**config.mk**
```make
export PLATFORM = sky130hd
export DESIGN_NAME = lcd_decimal_field_formatter_core
export DESIGN_NICKNAME = d
export VERILOG_FILES = /design/src/rtl/core/lcdf_pkg.sv /design/src/rtl/core/lcdf_prep.sv /design/src/rtl/core/lcdf_scale.sv /design/src/rtl/core/lcdf_digits.sv /design/src/rtl/core/lcdf_emit.sv /design/src/rtl/core/lcd_decimal_field_formatter_core.sv
export SDC_FILE = /design/constraint.sdc
export NUM_CORES = 2
export LEC_CHECK = 0
export BUFFER_PORTS_ARGS = -buffer_cell sky130_fd_sc_hd__buf_2
export CAP_MARGIN = 20
export CORE_ASPECT_RATIO = 0.75
export CORE_MARGIN = 2
export CORE_UTILIZATION = 60
export CTS_BUF_LIST = sky130_fd_sc_hd__clkbuf_4
export CTS_CLUSTER_DIAMETER = 80
export DETAILED_ROUTE_END_ITERATION = 10
export PLACE_DENSITY = 0.8
export SLEW_MARGIN = 40
export SYNTH_ARGS = -nofsm -noshare
export SYNTH_HDL_FRONTEND = slang
export SYNTH_SLANG_ARGS = --single-unit
```
**constraint.sdc**
```tcl
create_clock -name i_clk -period 8.9 [get_ports i_clk]
set_input_delay 0.445 -clock i_clk [delete_from_list [all_inputs] [get_ports i_clk]]
set_output_delay 0.445 -clock i_clk [all_outputs]
set_load 0.02 [all_outputs]
```
**src/rtl/core/lcdf_pkg.sv**
```systemverilog
// Shared types, constants and helpers of the LCD decimal field formatter.
package lcdf_pkg;

    // Characters per display row; the linear position is row * ROW_LENGTH + column
    localparam int ROW_LENGTH = 20;

    // Address register reset values
    localparam logic [6:0] LINE0_BASE_RST = 7'd0;
    localparam logic [6:0] LINE1_BASE_RST = 7'd64;
    localparam logic [6:0] LINE2_BASE_RST = 7'd20;
    localparam logic [6:0] LINE3_BASE_RST = 7'd84;

    // Configuration register indexes
    localparam logic [1:0] CFG_LINE0 = 2'd0;
    localparam logic [1:0] CFG_LINE1 = 2'd1;
    localparam logic [1:0] CFG_LINE2 = 2'd2;
    localparam logic [1:0] CFG_LINE3 = 2'd3;

    // Widths: clamped magnitude in thousandths, scaled magnitude (at most 99999)
    localparam int MAG_W = 27;
    localparam int NUM_W = 17;
    localparam int RCP_W = 28;
    localparam int PROD_W = MAG_W + RCP_W;

    // Reciprocals for exact truncating division over the ranges that reach them
    localparam logic [RCP_W-1:0] RECIP_10   = 28'd104858;
    localparam int               SHIFT_10   = 20;
    localparam logic [RCP_W-1:0] RECIP_100  = 28'd1342178;
    localparam int               SHIFT_100  = 27;
    localparam logic [RCP_W-1:0] RECIP_1000 = 28'd137438954;
    localparam int               SHIFT_1000 = 37;

    // Clamp limits on the magnitude in thousandths
    localparam logic [MAG_W-1:0] LIM_INT5_POS = 27'd99999999;
    localparam logic [MAG_W-1:0] LIM_INT5_NEG = 27'd9999999;
    localparam logic [MAG_W-1:0] LIM_F22_POS  = 27'd99990;
    localparam logic [MAG_W-1:0] LIM_F22_NEG  = 27'd9990;
    localparam logic [MAG_W-1:0] LIM_F21_POS  = 27'd99900;
    localparam logic [MAG_W-1:0] LIM_F21_NEG  = 27'd9900;
    localparam logic [MAG_W-1:0] LIM_F31_POS  = 27'd999900;
    localparam logic [MAG_W-1:0] LIM_F31_NEG  = 27'd99900;
    localparam logic [MAG_W-1:0] BIAS_TENTH   = 27'd5;
    localparam logic [MAG_W-1:0] BIAS_HUNDRED = 27'd50;
    localparam logic [7:0]       TWO_MAX      = 8'd99;

    // Display codes
    localparam logic [7:0] CH_ZERO      = 8'h30;
    localparam logic [7:0] CH_SPACE     = 8'h20;
    localparam logic [7:0] CH_MINUS     = 8'h2D;
    localparam logic [7:0] CH_POINT     = 8'h2E;
    localparam logic [7:0] CMD_SET_ADDR = 8'h80;

    typedef enum logic [2:0] {
        FMT_INT5 = 3'd0,
        FMT_F22  = 3'd1,
        FMT_F21  = 3'd2,
        FMT_F31  = 3'd3,
        FMT_TWO  = 3'd4
    } t_fmt;

    typedef enum logic [1:0] {
        DIV_NONE,
        DIV_10,
        DIV_100,
        DIV_1000
    } t_div;

    typedef struct packed {
        logic [2:0]         cmd;
        logic [6:0]         char_pos;
        logic signed [27:0] value_milli;
    } t_in_beat;

    typedef struct packed {
        logic       is_command;
        logic [7:0] code;
        logic       last;
    } t_out_beat;

    // Control that rides along the pipeline with each item
    typedef struct packed {
        t_fmt       fmt;
        logic       neg;
        logic [6:0] addr;
    } t_fmt_ctl;

    typedef logic [4:0][3:0] t_digits;

    function automatic logic [NUM_W-1:0] pow10(input int k);
        logic [NUM_W-1:0] p;
        p = NUM_W'(1);
        for (int i = 0; i < k; i++) begin
            p = NUM_W'(p * NUM_W'(10));
        end
        return p;
    endfunction

endpackage

```
**src/rtl/core/lcdf_prep.sv**
```systemverilog
// Input register, row/column address and per-format clamp, magnitude and rounding bias.
module lcdf_prep import lcdf_pkg::*; #(
    parameter int ROW_LEN = ROW_LENGTH
) (
    input  logic                  i_clk,
    input  logic                  i_rst_n,
    input  logic                  i_adv,
    input  logic                  i_valid,
    input  t_in_beat              i_data,
    input  logic [3:0][6:0]       i_line_base,
    output logic                  o_valid,
    output logic [MAG_W-1:0]      o_y,
    output t_div                  o_div,
    output t_fmt_ctl              o_ctl
);

    localparam logic [6:0] ROW1 = 7'(ROW_LEN);
    localparam logic [6:0] ROW2 = 7'(2 * ROW_LEN);
    localparam logic [6:0] ROW3 = 7'(3 * ROW_LEN);

    logic             r_in_v;
    t_in_beat         r_in;
    logic             r_v;
    logic [MAG_W-1:0] r_y;
    t_div             r_div;
    t_fmt_ctl         r_ctl;

    logic               s_neg;
    logic [27:0]        mag;
    logic [MAG_W-1:0]   limit;
    logic [MAG_W-1:0]   bias;
    logic [MAG_W-1:0]   clamped;
    logic [1:0]         row;
    logic [6:0]         col;
    t_fmt               fmt;
    logic [MAG_W-1:0]   n_y;
    t_div               n_div;
    t_fmt_ctl           n_ctl;

    always_comb begin
        fmt   = t_fmt'(r_in.cmd);
        s_neg = r_in.value_milli[27];
        mag   = s_neg ? 28'(-r_in.value_milli) : 28'(r_in.value_milli);

        priority if (r_in.char_pos >= ROW3) begin
            row = 2'd3;
            col = r_in.char_pos - ROW3;
        end else if (r_in.char_pos >= ROW2) begin
            row = 2'd2;
            col = r_in.char_pos - ROW2;
        end else if (r_in.char_pos >= ROW1) begin
            row = 2'd1;
            col = r_in.char_pos - ROW1;
        end else begin
            row = 2'd0;
            col = r_in.char_pos;
        end

        n_ctl.fmt  = fmt;
        n_ctl.addr = i_line_base[row] + col;
        n_ctl.neg  = s_neg;
        limit      = '0;
        bias       = '0;
        n_div      = DIV_NONE;
        unique case (fmt)
            FMT_INT5: begin
                limit = s_neg ? LIM_INT5_NEG : LIM_INT5_POS;
                n_div = DIV_1000;
            end
            FMT_F22: begin
                limit = s_neg ? LIM_F22_NEG : LIM_F22_POS;
                bias  = BIAS_TENTH;
                n_div = DIV_10;
            end
            FMT_F21: begin
                limit     = s_neg ? LIM_F21_NEG : LIM_F21_POS;
                bias      = BIAS_HUNDRED;
                n_div     = DIV_100;
                n_ctl.neg = r_in.value_milli < -28'sd9;
            end
            FMT_F31: begin
                limit     = s_neg ? LIM_F31_NEG : LIM_F31_POS;
                bias      = BIAS_HUNDRED;
                n_div     = DIV_100;
                n_ctl.neg = r_in.value_milli < -28'sd9;
            end
            FMT_TWO: begin
                n_ctl.neg = 1'b0;
            end
            default: begin
                n_ctl.neg = 1'b0;
            end
        endcase

        clamped = (mag > {1'b0, limit}) ? limit : mag[MAG_W-1:0];
        if (fmt == FMT_TWO) begin
            n_y = (r_in.value_milli[7:0] > TWO_MAX) ? MAG_W'(TWO_MAX)
                                                    : MAG_W'(r_in.value_milli[7:0]);
        end else begin
            n_y = clamped + bias;
        end
    end

    always_ff @(posedge i_clk) begin
        if (!i_rst_n) begin
            r_in_v <= 1'b0;
            r_v    <= 1'b0;
        end else if (i_adv) begin
            // drop unused format codes here: they make no results
            r_in_v <= i_valid && (i_data.cmd <= FMT_TWO);
            r_v    <= r_in_v;
        end
        if (i_adv) begin
            r_in  <= i_data;
            r_y   <= n_y;
            r_div <= n_div;
            r_ctl <= n_ctl;
        end
    end

    assign o_valid = r_v;
    assign o_y     = r_y;
    assign o_div   = r_div;
    assign o_ctl   = r_ctl;

endmodule

```
**src/rtl/core/lcdf_scale.sv**
```systemverilog
// Divide the biased magnitude by 10, 100 or 1000 by reciprocal multiply, or not.
module lcdf_scale import lcdf_pkg::*; (
    input  logic              i_clk,
    input  logic              i_rst_n,
    input  logic              i_adv,
    input  logic              i_valid,
    input  logic [MAG_W-1:0]  i_y,
    input  t_div              i_div,
    input  t_fmt_ctl          i_ctl,
    output logic              o_valid,
    output logic [NUM_W-1:0]  o_num,
    output t_fmt_ctl          o_ctl
);

    logic             r_v;
    logic [NUM_W-1:0] r_num;
    t_fmt_ctl         r_ctl;

    logic [RCP_W-1:0]  recip;
    logic [PROD_W-1:0] prod;
    logic [NUM_W-1:0]  n_num;

    always_comb begin
        unique case (i_div)
            DIV_10:   recip = RECIP_10;
            DIV_100:  recip = RECIP_100;
            DIV_1000: recip = RECIP_1000;
            default:  recip = '0;
        endcase
        prod = PROD_W'(i_y) * PROD_W'(recip);
        unique case (i_div)
            DIV_10:   n_num = prod[SHIFT_10 +: NUM_W];
            DIV_100:  n_num = prod[SHIFT_100 +: NUM_W];
            DIV_1000: n_num = prod[SHIFT_1000 +: NUM_W];
            default:  n_num = i_y[NUM_W-1:0];
        endcase
    end

    always_ff @(posedge i_clk) begin
        if (!i_rst_n) begin
            r_v <= 1'b0;
        end else if (i_adv) begin
            r_v <= i_valid;
        end
        if (i_adv) begin
            r_num <= n_num;
            r_ctl <= i_ctl;
        end
    end

    assign o_valid = r_v;
    assign o_num   = r_num;
    assign o_ctl   = r_ctl;

endmodule

```
**src/rtl/core/lcdf_digits.sv**
```systemverilog
// Decimal digit split, one digit per pipeline stage, most significant first.
module lcdf_digits import lcdf_pkg::*; (
    input  logic              i_clk,
    input  logic              i_rst_n,
    input  logic              i_adv,
    input  logic              i_valid,
    input  logic [NUM_W-1:0]  i_num,
    input  t_fmt_ctl          i_ctl,
    output logic              o_valid,
    output t_digits           o_dig,
    output t_fmt_ctl          o_ctl
);

    localparam int STAGES = 4;

    logic [STAGES-1:0] r_v;
    t_fmt_ctl          r_ctl [STAGES];
    logic [NUM_W-1:0]  r_rem [STAGES];
    t_digits           r_dig [STAGES];

    logic [NUM_W-1:0]  src_rem [STAGES];
    t_digits           src_dig [STAGES];
    logic [NUM_W-1:0]  n_rem   [STAGES];
    t_digits           n_dig   [STAGES];
    logic [3:0]        dig     [STAGES];

    always_comb begin
        for (int k = 0; k < STAGES; k++) begin
            if (k == 0) begin
                src_rem[k] = i_num;
                src_dig[k] = '0;
            end else begin
                src_rem[k] = r_rem[k-1];
                src_dig[k] = r_dig[k-1];
            end
            // remainder is below ten times the weight, so nine compares find the digit
            dig[k] = '0;
            for (int j = 1; j < 10; j++) begin
                if (src_rem[k] >= NUM_W'(NUM_W'(j) * pow10(STAGES - k))) begin
                    dig[k] = 4'(j);
                end
            end
            n_rem[k] = src_rem[k] - NUM_W'(NUM_W'(dig[k]) * pow10(STAGES - k));
            n_dig[k] = src_dig[k];
            n_dig[k][3'(STAGES - k)] = dig[k];
        end
    end

    always_ff @(posedge i_clk) begin
        if (!i_rst_n) begin
            r_v <= '0;
        end else if (i_adv) begin
            r_v <= {r_v[STAGES-2:0], i_valid};
        end
        if (i_adv) begin
            for (int k = 0; k < STAGES; k++) begin
                r_rem[k] <= n_rem[k];
                r_dig[k] <= n_dig[k];
                r_ctl[k] <= (k == 0) ? i_ctl : r_ctl[k-1];
            end
        end
    end

    always_comb begin
        o_dig    = r_dig[STAGES-1];
        o_dig[0] = r_rem[STAGES-1][3:0];
    end

    assign o_valid = r_v[STAGES-1];
    assign o_ctl   = r_ctl[STAGES-1];

endmodule

```
**src/rtl/core/lcdf_emit.sv**
```systemverilog
// Build a field's bytes and shift out one result beat per cycle unless i_stall.
module lcdf_emit import lcdf_pkg::*; (
    input  logic       i_clk,
    input  logic       i_rst_n,
    input  logic       i_valid,
    input  t_digits    i_dig,
    input  t_fmt_ctl   i_ctl,
    output logic       o_ready,
    output logic       o_valid,
    input  logic       i_stall,
    output t_out_beat  o_data
);

    localparam int NBYTES = 6;

    logic [2:0]        r_left;
    logic [7:0]        r_code [NBYTES];
    logic [NBYTES-1:0] r_isc;

    logic [7:0]        n_code [NBYTES];
    logic [NBYTES-1:0] n_isc;
    logic [2:0]        n_cnt;
    logic [7:0]        cmd_byte;
    logic [7:0]        lead3;
    logic [7:0]        lead2;
    logic [7:0]        int_ch [5];
    logic              shown;
    logic              take;
    logic              load;

    function automatic logic [7:0] dg(input logic [3:0] d);
        return CH_ZERO | {4'd0, d};
    endfunction

    always_comb begin
        cmd_byte = CMD_SET_ADDR | {1'b0, i_ctl.addr};
        lead3 = (i_dig[3] != 4'd0) ? dg(i_dig[3]) : (i_ctl.neg ? CH_MINUS : CH_SPACE);
        lead2 = (i_dig[2] != 4'd0) ? dg(i_dig[2]) : (i_ctl.neg ? CH_MINUS : CH_SPACE);

        // integer field: blank leading zeros, minus just ahead of the first digit shown
        shown     = 1'b0;
        int_ch[0] = dg(i_dig[0]);
        for (int k = 4; k >= 1; k--) begin
            if (i_dig[k] != 4'd0 || shown) begin
                int_ch[k] = dg(i_dig[k]);
                shown     = 1'b1;
            end else if (i_ctl.neg && (i_dig[k-1] != 4'd0 || k == 1)) begin
                int_ch[k] = CH_MINUS;
            end else begin
                int_ch[k] = CH_SPACE;
            end
        end

        for (int i = 0; i < NBYTES; i++) begin
            n_code[i] = '0;
        end
        n_isc = '0;
        n_cnt = '0;
        unique case (i_ctl.fmt)
            FMT_INT5: begin
                n_code[0] = cmd_byte;
                n_code[1] = int_ch[4];
                n_code[2] = int_ch[3];
                n_code[3] = int_ch[2];
                n_code[4] = int_ch[1];
                n_code[5] = int_ch[0];
                n_isc     = 6'b000001;
                n_cnt     = 3'd6;
            end
            FMT_F22: begin
                n_code[0] = cmd_byte;
                n_code[1] = lead3;
                n_code[2] = dg(i_dig[2]);
                n_code[3] = CH_POINT;
                n_code[4] = dg(i_dig[1]);
                n_code[5] = dg(i_dig[0]);
                n_isc     = 6'b000001;
                n_cnt     = 3'd6;
            end
            FMT_F21: begin
                n_code[0] = cmd_byte;
                n_code[1] = lead2;
                n_code[2] = dg(i_dig[1]);
                n_code[3] = CH_POINT;
                n_code[4] = dg(i_dig[0]);
                n_isc     = 6'b000001;
                n_cnt     = 3'd5;
            end
            FMT_F31: begin
                n_code[0] = cmd_byte;
                n_code[1] = lead3;
                n_code[2] = dg(i_dig[2]);
                n_code[3] = dg(i_dig[1]);
                n_code[4] = CH_POINT;
                n_code[5] = dg(i_dig[0]);
                n_isc     = 6'b000001;
                n_cnt     = 3'd6;
            end
            FMT_TWO: begin
                n_code[0] = dg(i_dig[1]);
                n_code[1] = dg(i_dig[0]);
                n_cnt     = 3'd2;
            end
            default: begin
                n_cnt = '0;
            end
        endcase
    end

    assign take    = (r_left != 3'd0) && !i_stall;
    assign o_ready = (r_left == 3'd0) || ((r_left == 3'd1) && !i_stall);
    assign load    = i_valid && o_ready;

    always_ff @(posedge i_clk) begin
        if (!i_rst_n) begin
            r_left <= '0;
        end else if (load) begin
            r_left <= n_cnt;
        end else if (take) begin
            r_left <= r_left - 3'd1;
        end
        if (load) begin
            for (int i = 0; i < NBYTES; i++) begin
                r_code[i] <= n_code[i];
            end
            r_isc <= n_isc;
        end else if (take) begin
            for (int i = 0; i < NBYTES - 1; i++) begin
                r_code[i] <= r_code[i+1];
            end
            r_isc <= {1'b0, r_isc[NBYTES-1:1]};
        end
    end

    assign o_valid           = r_left != 3'd0;
    assign o_data.is_command = r_isc[0];
    assign o_data.code       = r_code[0];
    assign o_data.last       = r_left == 3'd1;

endmodule

```
**src/rtl/core/lcd_decimal_field_formatter_core.sv**
```systemverilog
// Top level of the LCD decimal field formatter.
//
// Turns one input beat (format, linear cursor position, signed value in
// thousandths) into the byte beats for a character LCD: a set-address command
// followed by five or four characters for the integer and fixed-point formats,
// or two digit characters for the two-digit format; last marks the final beat
// of an item, and format codes 5 to 7 are consumed without results. The path
// is a pipeline of registers: input register, clamp and rounding bias, a
// reciprocal multiply for the divide by 10, 100 or 1000, four stages that each
// take off one decimal digit, and a six-byte shift register that drives the
// output beats; an accepted input beat passes them in that order before its
// first result beat is presented. The input side takes a beat in any cycle
// in which the pipeline can advance; the sustained rate is set by the output,
// which sends one beat per cycle unless the receiver stalls; an item has six
// beats (five for fixed 2.1, two for the two-digit format). The next item
// is loaded into the output shift register in the same cycle the last beat
// of the previous one is taken. Row bases must be written through the
// configuration port while the block is idle; the block does not enforce it.
module lcd_decimal_field_formatter_core import lcdf_pkg::*; #(
    parameter int ROW_LEN = ROW_LENGTH
) (
    input  logic       i_clk,
    input  logic       i_rst_n,
    // input channel
    input  logic       i_valid,
    output logic       o_stall,
    input  t_in_beat   i_data,
    // result channel
    output logic       o_valid,
    input  logic       i_stall,
    output t_out_beat  o_data,
    // configuration writes
    input  logic       i_cfg_we,
    input  logic [1:0] i_cfg_idx,
    input  logic [6:0] i_cfg_data
);

    logic [3:0][6:0]  r_line_base;

    logic             adv;
    logic             prep_v;
    logic [MAG_W-1:0] prep_y;
    t_div             prep_div;
    t_fmt_ctl         prep_ctl;
    logic             scl_v;
    logic [NUM_W-1:0] scl_num;
    t_fmt_ctl         scl_ctl;
    logic             dig_v;
    t_digits          dig_val;
    t_fmt_ctl         dig_ctl;
    logic             emit_ready;

    // Row base registers: hold until written
    always_ff @(posedge i_clk) begin
        if (!i_rst_n) begin
            r_line_base[0] <= LINE0_BASE_RST;
            r_line_base[1] <= LINE1_BASE_RST;
            r_line_base[2] <= LINE2_BASE_RST;
            r_line_base[3] <= LINE3_BASE_RST;
        end else if (i_cfg_we) begin
            unique case (i_cfg_idx)
                CFG_LINE0: r_line_base[0] <= i_cfg_data;
                CFG_LINE1: r_line_base[1] <= i_cfg_data;
                CFG_LINE2: r_line_base[2] <= i_cfg_data;
                CFG_LINE3: r_line_base[3] <= i_cfg_data;
                default:   r_line_base[0] <= r_line_base[0];
            endcase
        end
    end

    // Advance the whole pipeline together unless a finished field waits for
    // the output shift register; a stall holds every stage, bubbles included.
    assign adv     = !dig_v || emit_ready;
    assign o_stall = !adv;

    lcdf_prep #(
        .ROW_LEN (ROW_LEN)
    ) u_prep (
        .i_clk       (i_clk),
        .i_rst_n     (i_rst_n),
        .i_adv       (adv),
        .i_valid     (i_valid),
        .i_data      (i_data),
        .i_line_base (r_line_base),
        .o_valid     (prep_v),
        .o_y         (prep_y),
        .o_div       (prep_div),
        .o_ctl       (prep_ctl)
    );

    lcdf_scale u_scale (
        .i_clk   (i_clk),
        .i_rst_n (i_rst_n),
        .i_adv   (adv),
        .i_valid (prep_v),
        .i_y     (prep_y),
        .i_div   (prep_div),
        .i_ctl   (prep_ctl),
        .o_valid (scl_v),
        .o_num   (scl_num),
        .o_ctl   (scl_ctl)
    );

    lcdf_digits u_digits (
        .i_clk   (i_clk),
        .i_rst_n (i_rst_n),
        .i_adv   (adv),
        .i_valid (scl_v),
        .i_num   (scl_num),
        .i_ctl   (scl_ctl),
        .o_valid (dig_v),
        .o_dig   (dig_val),
        .o_ctl   (dig_ctl)
    );

    lcdf_emit u_emit (
        .i_clk   (i_clk),
        .i_rst_n (i_rst_n),
        .i_valid (dig_v),
        .i_dig   (dig_val),
        .i_ctl   (dig_ctl),
        .o_ready (emit_ready),
        .o_valid (o_valid),
        .i_stall (i_stall),
        .o_data  (o_data)
    );

endmodule

```
==> out/qor.csv <==
metric,value,unit
status,"finished, final reports clean",
crit_type,reg2reg,
fp-row-count,76,
dpl.hpwl,73600,µm
fin_util,65.0,%
hold_viol,0,
yosys_register_bits,305,
dieHeight,212,µm
yosysTopAreaCellShare,24.8,%
drc,0,
ys_async_sr_fraction,0,%
irDropWorstVdd,0.000478,V
ios,64,
cts_sinks,305,
fin_area,37200,µm²
grt_setup_unrepaired,no,
core_area,57200,µm²
place_area,35800,µm²
slew_headroom,45.0,%
max_freq,119,MHz
cts_root_buf,clkbuf_4,
synth_area,34700,µm²
cts_max_level,3,
synth_warnings,0,
final.setup.tns,0,ns
fillers,4603,
p_leak,18.5,nW
viasPerCell,5.87,
yosys.area.top_type,fa_1,
fin_nets,4490,
start_util,60.6,%
track_usage,30.9,%
timing.final.crit_share,94.8,%
drt_iter0_drc,3077,
path_clk_slew,0.07,ns
synthTopCellsByArea,"fa_1 (25%), edfxtp_1 (23%), ha_1 (13%)",
setup_violations,0,
routabilityCongestion,1.09,
skew,0.0550,ns
clock_latency,0.85,ns
ys_types,91,
worstSetupStartpointType,register,
grt_antenna_before_repair,4,
drive_gt1_share,7.04,%
layout_common_cells,"inv_1 (733), fa_1 (429), ha_1 (373)",
port_buffers,63,
p_per_area,378,nW/µm²
fin_crit,8.43,ns
grt_first_pass_wirelength,142000,µm
ys.flop_type,edfxtp_1,
dr.pass1.iters,8,
post_cts_buffers,0,
drt_wl_total,90800,µm
grt.overflow.total,0,
cts_buffer_depth,3,
synthToLayoutAreaGrowth,7.30,%
grt_max_degree,72,
crit_required,9.45,ns
dr_total_vias,26300,
synth_nets,4387,
wl_per_cell,20.3,µm
slew_violations,0,
max_cap_viol_count,0,
die_x,282,µm
cp-end-kind,register,
ant_nets,0,
fin_hold_ws,0.105,ns
design.die.area,59800,µm²
worstMarginPinSlew,0.824,ns
cts_inserted_buffers,76,
grt_pass1_vias,25700,
syn_avg_cell_area,9.82,µm²
synth_edf_count,267,
synth-seq-area-share,25.3,%
mostFrequentLayoutCell,inv_1,
cts_tree,built,
arrival,8.98,ns
hold_path_class,in2reg,
syn_inst,3533,
worstPathMaxFanout,18,
[layer usage]
layer / vias up / global-route usage [%] / routed length (µm)
li1: 12000 / - / -
met1: 12500 / 44.6 / 38600
met2: 1477 / 44.9 / 38200
met3: 237 / 10.2 / 11300
met4: 4 / 8.25 / 2680
met5: - / 0 / 26
[flip-flops by register name (all words and copies together), names as in the netlist, 4 cells and up]
name            cells
r_line_base        28
u_digits.r_ctl     44
u_digits.r_dig     24
u_digits.r_rem     55
u_digits.r_v        4
u_emit.r_code      37
u_prep.o_ctl       11
u_prep.o_y         27
u_prep.r_in        35
u_scale.o_ctl      11
u_scale.o_num      17
[area by class of cell]
class | instances | area (µm²) | share of cell area [%]
Inverter | 734 | 2760 | 7.40
Multi-Input combinational cell | 2380 | 22700 | 61.0
Antenna cell | 5 | 12.5 | 0.0336
Timing Repair Buffer | 139 | 1000 | 2.70
Sequential cell | 305 | 8780 | 23.6
Clock inverter | 25 | 141 | 0.380
Tap cell | 780 | 976 | 2.62
Clock buffer | 111 | 833 | 2.24
[critical path, cell delays in order, from the launching register on]
cell and delay [ns]:
edfxtp_1 0.41, buf_4 0.23, ha_1 0.44, buf_4 0.35
nand2_1 0.15, fa_1 0.54, fa_1 0.52, inv_1 0.08
fa_1 0.52, fa_1 0.44, fa_1 0.52, fa_1 0.58
inv_1 0.07, fa_1 0.53, inv_1 0.05, ha_1 0.40
and4_1 0.32, nand2_1 0.08, o221ai_1 0.38, or3_1 0.21
nor2_1 0.08, o41ai_2 0.59, a21oi_1 0.21, mux2i_1 0.16
o32a_1 0.33
[where the power goes]
part,switching [W],internal (W),total [W]
sequential,0.000434,0.00218,0.00262
clock,0.000606,0.000585,0.00119
combinational,0.00605,0.00421,0.0103
total,0.00709,0.00697,0.0141
[final timing paths]
path / from / to / slack, ns / cells past startpoint
hold / removal: i_cfg_idx[0] / r_line_base[16] / 0.10 / 4
hold reg to reg: u_digits.r_dig[2][13] / u_digits.r_dig[3][13] / 0.37 / 0
setup reg to reg: u_prep.o_div[1] / u_scale.o_num[14] / 0.47 / 24
setup / recovery: u_prep.o_div[1] / u_scale.o_num[14] / 0.47 / 24
[through the flow]
stage          setup slack, ns  instances  total power, W
6_report                 0.467       4479          0.0141
5_1_grt                  0.181       4477          0.0156
4_1_cts                  0.397       4474          0.0140
3_5_place_dp             0.419       4292          0.0127
3_3_place_gp             0.609       4292          0.0124
2_1_floorplan            0.144       3533          0.0103
[cells in the mapped netlist, types with 21 or more instances]
master	instances
a21boi_0	30
a21o_1	37
a21oi_1	128
a31oi_1	25
and2_1	67
and3_1	37
clkbuf_1	99
dfxtp_1	38
edfxtp_1	267
fa_1	429
ha_1	373
inv_1	733
mux2i_1	30
nand2_1	302
nand2b_1	24
nand3_1	50
nor2_1	163
nor2b_1	44
nor3_1	50
nor4_1	30
o211ai_1	22
o21a_1	22
o21ai_0	111
o31ai_1	21
xnor2_1	66
xor2_1	43
[timing repair]
| item | in CTS | in global routing |
|---|---|---|
| hold buffers | 46 | 0 |
| gates resized for setup | 0 | 1 |
| endpoints found under the hold margin | 67 | 0 |
| endpoints found under the setup margin | 0 | 2 |
[cell families after synthesis]
kind of cell / count (synthesis) / synth area share (%)
buffers and inverters: 848 / 9.28
AND/OR/NAND/NOR: 857 / 12.0
AO/OA/AOI/OAI: 579 / 11.5
XOR/XNOR: 109 / 2.75
flip-flops: 305 / 25.3
adder cells (fa/ha/maj): 803 / 38.2
multiplexers: 32 / 0.938
No activity file was read; power rests on OpenSTA's default activity.
